--- config.mk ---
export PLATFORM = sky130hd
export DESIGN_NAME = svp_front
export DESIGN_NICKNAME = d
export VERILOG_FILES = /design/src/sv/svp_pkg.sv /design/src/sv/svp_front.sv
export SDC_FILE = /design/constraint.sdc
export NUM_CORES = 1
export LEC_CHECK = 0
export ABC_CLOCK_PERIOD_IN_PS = 9600
export BUFFER_PORTS_ARGS = -buffer_cell sky130_fd_sc_hd__buf_4
export CORE_ASPECT_RATIO = 0.9
export CORE_MARGIN = 2
export CORE_UTILIZATION = 30
export CTS_BUF_LIST = sky130_fd_sc_hd__clkbuf_2
export DETAILED_ROUTE_END_ITERATION = 10
export GPL_ROUTABILITY_DRIVEN = 0
export PLACE_DENSITY = 0.61
export SLEW_MARGIN = 25
export SYNTH_ARGS = -nofsm -noshare
export SYNTH_HDL_FRONTEND = slang
export SYNTH_SLANG_ARGS = --single-unit
--- constraint.sdc ---
create_clock -name i_clk -period 9.6 [get_ports i_clk]
set_input_delay 0 -clock i_clk [delete_from_list [all_inputs] [get_ports i_clk]]
set_output_delay 0 -clock i_clk [all_outputs]
set_load 0.01 [all_outputs]
--- src/sv/svp_pkg.sv ---
`timescale 1ns / 1ps
// ----------------------------------------------------------------------------
// svp_pkg
// Shared sizes, codes and types of the stride value predictor.
// ----------------------------------------------------------------------------
package svp_pkg;

    localparam int ENTRIES   = 1024;            // power of two
    localparam int CONF_BITS = 2;
    localparam int ADDR_W    = 64;
    localparam int VAL_W     = 64;
    localparam int IDX_W     = $clog2(ENTRIES);
    localparam int TAG_W     = ADDR_W - IDX_W;
    localparam int QDEPTH    = 2;
    localparam int QPTR_W    = $clog2(QDEPTH);
    localparam int QCNT_W    = $clog2(QDEPTH + 1);

    localparam logic [CONF_BITS-1:0] CONF_MAX = {CONF_BITS{1'b1}};

    localparam logic ACT_LOOKUP = 1'b0;
    localparam logic ACT_UPDATE = 1'b1;

    // classified request handed from front to back
    typedef struct packed {
        logic             action;
        logic [IDX_W-1:0] index;
        logic [TAG_W-1:0] tag;
        logic             was_predicted;
        logic             prediction_correct;
        logic [VAL_W-1:0] true_value;
    } t_req;

    // one table entry as stored in the memory
    typedef struct packed {
        logic [TAG_W-1:0]     tag;
        logic [CONF_BITS-1:0] conf;
        logic [VAL_W-1:0]     last_value;
        logic [VAL_W-1:0]     stride;
    } t_entry;

    // status from back to front
    typedef struct packed {
        logic clearing;
    } t_back_stat;

endpackage

--- src/sv/svp_front.sv ---
`timescale 1ns / 1ps
// ----------------------------------------------------------------------------
// svp_front
// Input stage: takes requests, splits the address into index and tag, and
// holds the classified request until the queue takes it.
// ----------------------------------------------------------------------------
module svp_front
    import svp_pkg::*;
(
    input  logic              i_clk,
    input  logic              i_rst_n,
    input  logic              i_valid,
    output logic              o_stall,
    input  logic              i_action,
    input  logic [ADDR_W-1:0] i_inst_addr,
    input  logic              i_was_predicted,
    input  logic              i_prediction_correct,
    input  logic [VAL_W-1:0]  i_true_value,
    input  t_back_stat        i_back_stat,
    input  logic              i_q_full,
    output logic              o_push,
    output t_req              o_req
);

    logic r_valid;
    logic n_valid;
    t_req r_req;
    logic accept;

    assign o_stall = i_back_stat.clearing || (r_valid && i_q_full);
    assign accept  = i_valid && !o_stall;
    assign o_push  = r_valid && !i_q_full;
    assign o_req   = r_req;

    always_comb begin
        n_valid = r_valid;
        if (accept) begin
            n_valid = 1'b1;
        end else if (o_push) begin
            n_valid = 1'b0;
        end
    end

    always_ff @(posedge i_clk) begin
        if (!i_rst_n) begin
            r_valid <= 1'b0;
        end else begin
            r_valid <= n_valid;
        end
    end

    always_ff @(posedge i_clk) begin
        if (accept) begin
            r_req.action             <= i_action;
            r_req.index              <= i_inst_addr[IDX_W-1:0];
            r_req.tag                <= i_inst_addr[ADDR_W-1:IDX_W];
            r_req.was_predicted      <= i_was_predicted;
            r_req.prediction_correct <= i_prediction_correct;
            r_req.true_value         <= i_true_value;
        end
    end

endmodule

==> results of run 1 <==
==> metrics by stage <==
step / util (%) / cells
after global placement: 47.5 / 576
after floorplan: - / 138
after detailed placement: 47.5 / 576
==> synth_stat cells <==
master,instances
a21boi_2,1
edfxtp_1,131
nor2b_1,1
nand2b_1,1
a21oi_1,1
nand2b_4,1
nand2_1,1
dfxtp_1,1
==> cells by family after synthesis <==
kind of cell,after synthesis
flops,132
compound gates,2
simple gates,4
==> metrics, run 1 <==
H-tree Lvls 4; mux cell area share after synthesis 0%; sequential area share after synthesis 98.8%; starting density of the core around 30%; CTS Buffer Depth 2; post_cts resized 0; Simple-Gate Fraction of Synth Area less than 1%; Yosys cell types 8; placed cell area between 0.006 and 0.007 mm2; Synth Area in Compound Gates less than 1%; top post-synthesis cells by area edfxtp_1, dfxtp_1, nand2b_4, a21boi_2, nand2b_1; synthesized area approximately 0.0040 mm2; Die Wd around 130 um; post-synth top area share a little over nine tenths; # IOs approximately 270; Syn Nets around 270; buffer count from post-CTS setup fixing 0; Setup WS pre-CTS around 7.3 ns; status aborted with a tool error; Port Buffer Count 268; cell taking the most area after synthesis edfxtp_1; Die Y around 110 um; row cnt 40; Syn Inst Count roughly 140; XOR/XNOR Fraction of Synth Area 0%; First Err [ERROR RSZ-0060] Max buffer count reached.; adder-cell area share of the yosys netlist 0%; #FFs+latches synth 132; Sink Count approximately 130; cts bufs inserted 17; Fail Step clock tree synthesis; CTS Root Buffer Type clkbuf_2; CTS Hold Buffers Added around 120; Ys Warns 0; syn_area_per_cell approximately 29 um2; main combinational cell family by area after synthesis simple AND/OR/NAND/NOR gates
==> inputs of run 2 (changes only) <==
CORE_ASPECT_RATIO = default   (was 0.9)
CORE_UTILIZATION = 20   (was 30)
CTS_BUF_LIST = default   (was sky130_fd_sc_hd__clkbuf_2)
PLACE_DENSITY = default   (was 0.61)
PLACE_DENSITY_LB_ADDON = 0.15   (was default)
==> run 2 against run 1 <==
Synthesized cell count unchanged. The flow now finishes without violations. Synthesized area unchanged.
==> metrics, run 2 <==
clock skew roughly 0.0058 ns; FF-to-FF End o_req[53]; Crit Reg-Reg Startpoint r_valid; P_leak 3.42 nW; Yosys cell types 8 (unchanged); Layout Cells excl Fill 838; fin crit period 2.40 ns; worst hold margin a little under 0.3 ns; commonest non-fill, non-tap cells in the layout buf_4, dlygate4sd3_1, edfxtp_1; mean routed wirelength per cell ~14 um; Syn Inst Count 138 (unchanged); Core Util, Final approximately 43%; crit-path max FO just over 70; XOR/XNOR Fraction of Synth Area 0% (unchanged); Finished Cell Area between 0.008 and 0.009 mm2; initial antenna violation count 0; Final Cycle Share around 25%; Initial DRC Count around 130; sequential area share after synthesis 98.8% (unchanged); starting density of the core 20.5% (was 30.4%); Synth Area in Compound Gates 0.407% (unchanged); Worst Path Arrival 2.43 ns; Clock Latency Late Sink roughly 0.41 ns; CTS Hold Buffers Added 133 (was 122); H-tree Lvls 4 (unchanged); post_cts resized 0 (unchanged); cell taking the most area after synthesis edfxtp_1 (unchanged); adder-cell area share of the yosys netlist 0% (unchanged); antenna-violating nets left 0; Power Total approximately 1.5 mW; Syn Nets 274 (unchanged); CP Class reg -> reg; row cnt 51 (was 40); Inserted Diodes 0; Area growth syn-to-layout 108%; syn_area_per_cell 29.0 um2 (unchanged); Core Area approximately 0.02 mm2; placed insts 673 (was 576); top post-synthesis cells by area edfxtp_1, dfxtp_1, nand2b_4, a21boi_2, nand2b_1 (unchanged); max reg flops ~130; Final Max Slew Viols 0; maxcap violations 0; mux cell area share after synthesis 0% (unchanged); final worst setup slack ~7.2 ns; Die Wd 145 um (was 126 um); critical path endpoint category flop; Critical Path RT ~9.6 ns; buffer count from post-CTS setup fixing 0 (unchanged); worst hold path depth 3; Main synth FF type edfxtp_1 (unchanged); met1 GRT Util between 10% and 20%; post-synth top area share 98.3% (unchanged); reg2reg setup slack between 7 and 8 ns; first-pass GRT wire length about 18 mm; gr usage total a little under an eighth; routed vias/inst 3.51; number of iterations in the first detailed-routing pass 4; VDD IR-drop max between 100 and 150 uV; Post-Route WL between 10 and 15 mm; max frequency ~420 MHz; Sink Count 132 (unchanged); number of global-route vias before repair 3399; ys async rst share 0% (unchanged); Rel. slew slack 39.0%; # IOs 269 (unchanged); routing usage on met2 between 10% and 20%; cts bufs inserted 17 (unchanged); Die Y 145 um (was 114 um); commonest non-fill, non-tap cell in the layout buf_4; placed cell area 0.00637 mm2 (was 0.00625 mm2); die area around 0.021 mm2; CTS Buffer Depth 2 (unchanged); main combinational cell family by area after synthesis simple AND/OR/NAND/NOR gates (unchanged); CTS Root Buffer Type clkbuf_16 (was clkbuf_2); TNS Setup 0 ns; Setup WS pre-CTS 7.19 ns (was 7.25 ns); pin count of the biggest net entering global routing roughly 70; share of layout cells above drive strength 1 roughly 53%; clk slew on worst S/H paths approximately 0.06 ns; nets 696; #FFs+latches synth 132 (unchanged); HP Class in -> out; met3 GRT Util between 7 and 8%; hold path endpoint o_stall; Port Buffer Count 268 (unchanged); status completed (was aborted with a tool error); CTS tree done; worst-margin pin slew between 0.9 and 1 ns; HP Start i_back_stat; Simple-Gate Fraction of Synth Area 0.751% (unchanged); most common cell in the netlist edfxtp_1 (unchanged); worst r2r path cells 3; RSZ-0062 raised after global routing false; Ys Warns 0 (unchanged); Worst setup SP type flop; GRT Max-Usage Layer met2; EDFF count, synth 131 (unchanged); DRC viols 0; endpoints failing hold 0; PwrDens about 180 mW/mm2; setup violators final 0; Via Count ~2900; GR Overflow Total 0; synthesized area 0.00400 mm2 (unchanged)
run 2: power breakdown:
group          switching (mW)  internal [mW]  total [mW]
logic                  0.0520         0.0971       0.149
registers             0.00662          0.664       0.671
clock network           0.252          0.439       0.691
run 2: critical path: stages, from the launching register on:
cell	delay (ns)
dfxtp_1	0.34
a21oi_4	0.12
buf_4	0.61
buf_4	0.80
run 2: cell type report:
cell class | count | area, um2
Clock inverter | 14 | 201
Multi-Input combinational cell | 6 | 57.6
Timing Repair Buffer | 403 | 3360
Clock buffer | 18 | 429
Sequential cell | 132 | 3950
Fill cell | 1801 | 11200
Tap cell | 265 | 332
run 2: logic make-up after synthesis:
group	Yosys count
AND/OR/NAND/NOR	4
AO/OA/AOI/OAI	2
flip-flops	132
run 2: metal layers:
metal	routed length, um	part of all wire [%]
met2	5970	50
met4	226	1.9
met5	0	0
met1	4190	35
met3	1480	12
run 2: worst max path at each step:
stage | startpoint | end | slack (ns) | cells past startpoint
floorplan | r_valid | o_req[0] | 2.33 | 1
global placement | r_valid | o_req[120] | 7.23 | 3
detailed placement | r_valid | o_req[102] | 7.19 | 3
CTS | r_valid | o_req[51] | 7.19 | 3
global route | r_valid | o_req[96] | 7.02 | 3
finish | r_valid | o_req[53] | 7.20 | 3
No activity file was read; power rests on OpenSTA's default activity.
