### src/sv/svp_pkg.sv
`timescale 1ns / 1ps
// ----------------------------------------------------------------------------
// svp_pkg
// Shared sizes, codes and types of the stride value predictor.
// ----------------------------------------------------------------------------
package svp_pkg;

    localparam int ENTRIES   = 1024;            // power of two
    localparam int CONF_BITS = 2;
    localparam int ADDR_W    = 64;
    localparam int VAL_W     = 64;
    localparam int IDX_W     = $clog2(ENTRIES);
    localparam int TAG_W     = ADDR_W - IDX_W;
    localparam int QDEPTH    = 2;
    localparam int QPTR_W    = $clog2(QDEPTH);
    localparam int QCNT_W    = $clog2(QDEPTH + 1);

    localparam logic [CONF_BITS-1:0] CONF_MAX = {CONF_BITS{1'b1}};

    localparam logic ACT_LOOKUP = 1'b0;
    localparam logic ACT_UPDATE = 1'b1;

    // classified request handed from front to back
    typedef struct packed {
        logic             action;
        logic [IDX_W-1:0] index;
        logic [TAG_W-1:0] tag;
        logic             was_predicted;
        logic             prediction_correct;
        logic [VAL_W-1:0] true_value;
    } t_req;

    // one table entry as stored in the memory
    typedef struct packed {
        logic [TAG_W-1:0]     tag;
        logic [CONF_BITS-1:0] conf;
        logic [VAL_W-1:0]     last_value;
        logic [VAL_W-1:0]     stride;
    } t_entry;

    // status from back to front
    typedef struct packed {
        logic clearing;
    } t_back_stat;

endpackage

### src/sv/svp_queue.sv
`timescale 1ns / 1ps
// ----------------------------------------------------------------------------
// svp_queue
// Short FIFO of classified requests between front and back.
// ----------------------------------------------------------------------------
module svp_queue
    import svp_pkg::*;
(
    input  logic i_clk,
    input  logic i_rst_n,
    input  logic i_push,
    input  t_req i_req,
    output logic o_full,
    input  logic i_pop,
    output logic o_head_valid,
    output t_req o_head
);

    t_req              r_slot [QDEPTH];
    logic [QPTR_W-1:0] r_wptr;
    logic [QPTR_W-1:0] r_rptr;
    logic [QCNT_W-1:0] r_count;
    logic [QCNT_W-1:0] n_count;
    logic              do_push;
    logic              do_pop;

    assign o_full       = (r_count == QCNT_W'(QDEPTH));
    assign o_head_valid = (r_count != '0);
    assign o_head       = r_slot[r_rptr];
    assign do_push      = i_push && !o_full;
    assign do_pop       = i_pop && o_head_valid;

    always_comb begin
        n_count = r_count;
        if (do_push && !do_pop) begin
            n_count = r_count + QCNT_W'(1);
        end else if (do_pop && !do_push) begin
            n_count = r_count - QCNT_W'(1);
        end
    end

    always_ff @(posedge i_clk) begin
        if (!i_rst_n) begin
            r_wptr  <= '0;
            r_rptr  <= '0;
            r_count <= '0;
        end else begin
            r_count <= n_count;
            if (do_push) begin
                r_wptr <= (r_wptr == QPTR_W'(QDEPTH - 1)) ? '0 : r_wptr + QPTR_W'(1);
            end
            if (do_pop) begin
                r_rptr <= (r_rptr == QPTR_W'(QDEPTH - 1)) ? '0 : r_rptr + QPTR_W'(1);
            end
        end
    end

    always_ff @(posedge i_clk) begin
        if (do_push) begin
            r_slot[r_wptr] <= i_req;
        end
    end

endmodule

### config.mk
export PLATFORM = sky130hd
export DESIGN_NAME = svp_queue
export DESIGN_NICKNAME = d
export VERILOG_FILES = /design/src/sv/svp_pkg.sv /design/src/sv/svp_queue.sv
export SDC_FILE = /design/constraint.sdc
export NUM_CORES = 1
export LEC_CHECK = 0
export BUFFER_PORTS_ARGS = -buffer_cell sky130_fd_sc_hd__clkbuf_2
export CAP_MARGIN = 0
export CORE_MARGIN = 2
export CORE_UTILIZATION = 52
export CTS_CLUSTER_SIZE = 25
export DETAILED_ROUTE_END_ITERATION = 6
export GPL_TIMING_DRIVEN = 0
export PLACE_DENSITY = 0.9
export SYNTH_ARGS = -nofsm -noshare
export SYNTH_HDL_FRONTEND = slang
export SYNTH_SLANG_ARGS = --single-unit
### constraint.sdc
create_clock -name i_clk -period 6.9 [get_ports i_clk]
set_input_delay 0 -clock i_clk [delete_from_list [all_inputs] [get_ports i_clk]]
set_output_delay 0 -clock i_clk [all_outputs]
set_load 0.01 [all_outputs]
==> results by group <==
Setup path
  • Data arrival time of the critical path: approximately 2.5 ns
  • Maximum fanout along the worst path: 19
  • Endpoint of the worst-slack reg-to-reg timing path: r_slot[0][83]
  • Sequence of cells on the critical path: nand2b_1 > inv_1 > nor3_4 > buf_16 > buf_8 > buf_8 > buf_16
  • Count of cells along the worst register-to-register path: 7
  • Required @ worst endpoint: around 7.1 ns
  • Number of buffer and inverter stages on the critical path: 5
  • Crit-path leading delay family: buffers and inverters
  • Longest individual stage delay on the worst path: approximately 0.44 ns
  • Critical R2R Launch: r_count[0]
  • Reg-to-reg setup timing slack: roughly 4.7 ns
  • Classification of the worst setup path: reg2reg
  • Library cell contributing the largest single delay on the critical path: sky130_fd_sc_hd__dfxtp_1
  • Sort of element at the start of the critical path: flip-flop
  • Critical Path End Type: flip-flop

Synth
  • Warning count from the yosys run: 0
  • Multiplexer area fraction after synthesis: 18.0%
  • Synth area leader: sky130_fd_sc_hd__edfxtp_1
  • Area fraction of the dominant cell type after synthesis: 78.2%
  • Most used standard cell by instance count after synthesis: sky130_fd_sc_hd__edfxtp_1
  • Cell types with the highest counts after synthesis: 262 x sky130_fd_sc_hd__edfxtp_1, 90 x sky130_fd_sc_hd__mux2_4, 41 x sky130_fd_sc_hd__mux2_2, 10 x sky130_fd_sc_hd__buf_6, 5 x sky130_fd_sc_hd__dfxtp_1
  • Synth Area in Compound Gates: 0.323%
  • Yosys cell types: 23
  • Adder and majority gate portion of the synthesized area: less than 1%
  • Number of synthesized flops with an enable pin: between 200 and 300
  • Cell Area, Synth: 0.0101 mm2
  • Register bit total from synthesis: 267
  • Seq/Total Area, Yosys: about four fifths
  • Synthesized instance count: between 400 and 500
  • Combinational family with the most area after synthesis: multiplexers
  • Fraction of registers with async set/reset: 0%
  • Mean post-synth cell area: about 23 um2
  • Main flop type after synthesis: sky130_fd_sc_hd__edfxtp_1
  • Xor and xnor area share after synthesis: less than 1%
  • Leading post-synthesis cells by cell area: sky130_fd_sc_hd__edfxtp_1 78%, sky130_fd_sc_hd__mux2_4 13%, sky130_fd_sc_hd__mux2_2 4.6%, sky130_fd_sc_hd__buf_6 1.1%, sky130_fd_sc_hd__dfxtp_1 0.99%
  • Basic-gate share of the synthesized area counting and, or, nand and nor cells: 0.572%
  • Synth Net Count: about 570

Global routing
  • Initial antenna violation count: 0
  • Number of global-route vias before repair: between 6,000 and 7,000
  • Aggregate global-route resource usage: between 20% and 30%
  • Global routing usage on met1: roughly a quarter
  • Total overflow reported by the global router: 0
  • Met3 layer usage reported by global route: slightly below 5%
  • Busiest layer in global routing: met2
  • Met2 usage: 43.3%
  • Pin count of the biggest net entering global routing: 54
  • First-pass GRT wire length: 35,300 um

Routing
  • Number of detailed-route iterations in the first pass: 4
  • DRC marker count from the first detailed-route iteration: 340
  • ANT nets after route: 0
  • Routed wire length: approximately 24,000 um
  • Per-cell via count in the routed design: roughly 5
  • DR WL/cell: between 20 and 25 um
  • Post-route DRC: 0
  • Vias after detailed routing: 5,874

Final layout
  • Final Util: ~75%
  • Final net count: between 1,000 and 1,500
  • Post-route cell area: about 0.014 mm2
  • Synthesis-to-layout area growth: 40.8%
  • Final antenna diode count: 0
  • Fraction of layout instances using a drive strength above 1: between 50% and 60%

Pwr
  • Worst supply voltage drop on vdd: around 0.00031 V
  • Power density relative to cell area: around 350 mW/mm2
  • Reported leakage power: 0.00563 uW

Hold path
  • Worst Hold Path Cells: 2
  • Hold path startpoint: i_push
  • Terminating pin of the worst hold path: r_slot[1][42]
  • Worst Hold Class: in2reg

Timing
  • Worst hold margin: approximately 0.16 ns
  • F_max: about 450 MHz
  • Post-Route Skew: about 0.0078 ns
  • Slew Viols, Final: 0
  • Min Clock Period, post-route: roughly 2.2 ns
  • Share of the clock period used by the worst path: around 32%
  • Worst path setup slack after routing: 4.66 ns
  • Total count of hold-check failures in the final report: 0
  • Worst slew margin relative to its limit: approximately 61%
  • Unrepaired setup endpoints after global routing: no
  • Worst-margin pin slew: between 0.5 and 0.6 ns
  • Final setup vio count: 0

Clock network
  • Number of buffers inserted during clock tree synthesis: 28
  • Worst-skew pair later-pin latency: between 0.5 and 0.6 ns
  • Clock tree from TritonCTS: done
  • Sink Count: around 270
  • H-tree depth reported by CTS: 1
  • Clock Tree Root: sky130_fd_sc_hd__clkbuf_16
  • Clock-pin slew reported for the worst setup and hold paths after clock tree synthesis: roughly 0.060 ns
  • Maximum number of buffers from clock root to sink: 3

Floorplanning
  • Area enclosed by the die boundary: 0.0205 mm2
  • Initial core utilization: between 50 and 60%
  • Io pins: 268
  • Area inside the core boundary: about 0.019 mm2
  • Placement row count: 50
  • Height of the die: approximately 140 um
  • Overall die width: around 140 um

Placement
  • Placed inst area: 0.0120 mm2
  • Detailed Place HPWL: between 10,000 and 15,000 um
  • Pre-CTS setup slack: about 4.7 ns
  • Number of buffer cells added on primary ports: roughly 270
  • Global placer's final weighted congestion: approximately 0.73

Status
  • Outcome: completed

Run
  • Number of violations of the max-capacitance limit: 0
==> stage by stage <==
stage	total power, uW	TNS (ns)	instances
floorplan	2990	0	433
global placement	3420	-242.21	960
detailed placement	3490	0	970
CTS	4920	0	1155
global route	5120	0	1155
finish	4940	0	1155
==> layout make-up <==
class,count,area (um2)
buffer,15,148
clock buffer,37,756
clock inverter,14,88.8
fill,1025,4660
inverter,2,7.51
multi-input combinational,149,1950
sequential,267,7970
tap,260,325
timing repair buffer,411,2930
==> worst max-delay path by stage <==
stage | start | end | slack, ns | cells past startpoint
6_report | r_count[0] | r_slot[0][83] | 4.66 | 7
5_1_grt | r_count[0] | r_slot[1][35] | 4.58 | 4
4_1_cts | r_count[0] | r_slot[0][32] | 4.65 | 7
3_5_place_dp | r_count[0] | r_slot[1][38] | 4.72 | 4
3_3_place_gp | r_count[0] | r_slot[0][38] | -1.85 | 3
2_1_floorplan | r_count[0] | r_slot[0][0] | 0.67 | 3
==> logic make-up after synthesis <==
family,count (synthesis)
mux,131
xor+xnor,3
flops,267
compound gates,5
buf+inv,17
fa+ha+maj,1
simple gates,9
==> routing by layer <==
metal  share of wire (%)  up-vias
li1                    -     2618
met1                  37     2938
met2                  55      276
met3                 6.6       42
met4                 2.3        0
met5                   0        -
==> registers in the layout, summed over array words and instances (netlist names), named ones only <==
name	cells
r_count	2
r_rptr	1
r_slot	262
r_wptr	1
==> power breakdown <==
part	internal [uW]	switching [uW]	leakage [uW]
clock	802	582	0.000412
sequential	2040	66.2	0.00249
combinational	742	711	0.00273
==> layout by cell type (no fill, tap or decap), types with 7 or more instances in the layout <==
cell type                       instances
sky130_fd_sc_hd__clkbuf_2             267
sky130_fd_sc_hd__dlygate4sd3_1        134
sky130_fd_sc_hd__mux2_4                90
sky130_fd_sc_hd__buf_6                 10
sky130_fd_sc_hd__edfxtp_1             262
sky130_fd_sc_hd__buf_16                 8
sky130_fd_sc_hd__clkbuf_1               8
sky130_fd_sc_hd__clkinv_1               7
sky130_fd_sc_hd__clkbuf_16             29
sky130_fd_sc_hd__mux2_2                41
==> timing repair <==
action | 4_1_cts | 5_1_grt
gates resized for setup | 0 | 0
hold endpoints to repair | 267 | 0
buffers inserted | 0 | 0
hold buffers | 134 | 0
==> worst reg2reg max path: cells and delay by family (launching register included) <==
kind	cells	cell delay, ns
flops	1	0.44
simple gates	2	0.56
buf+inv	5	0.95
Power figures use the tool's default switching activity.
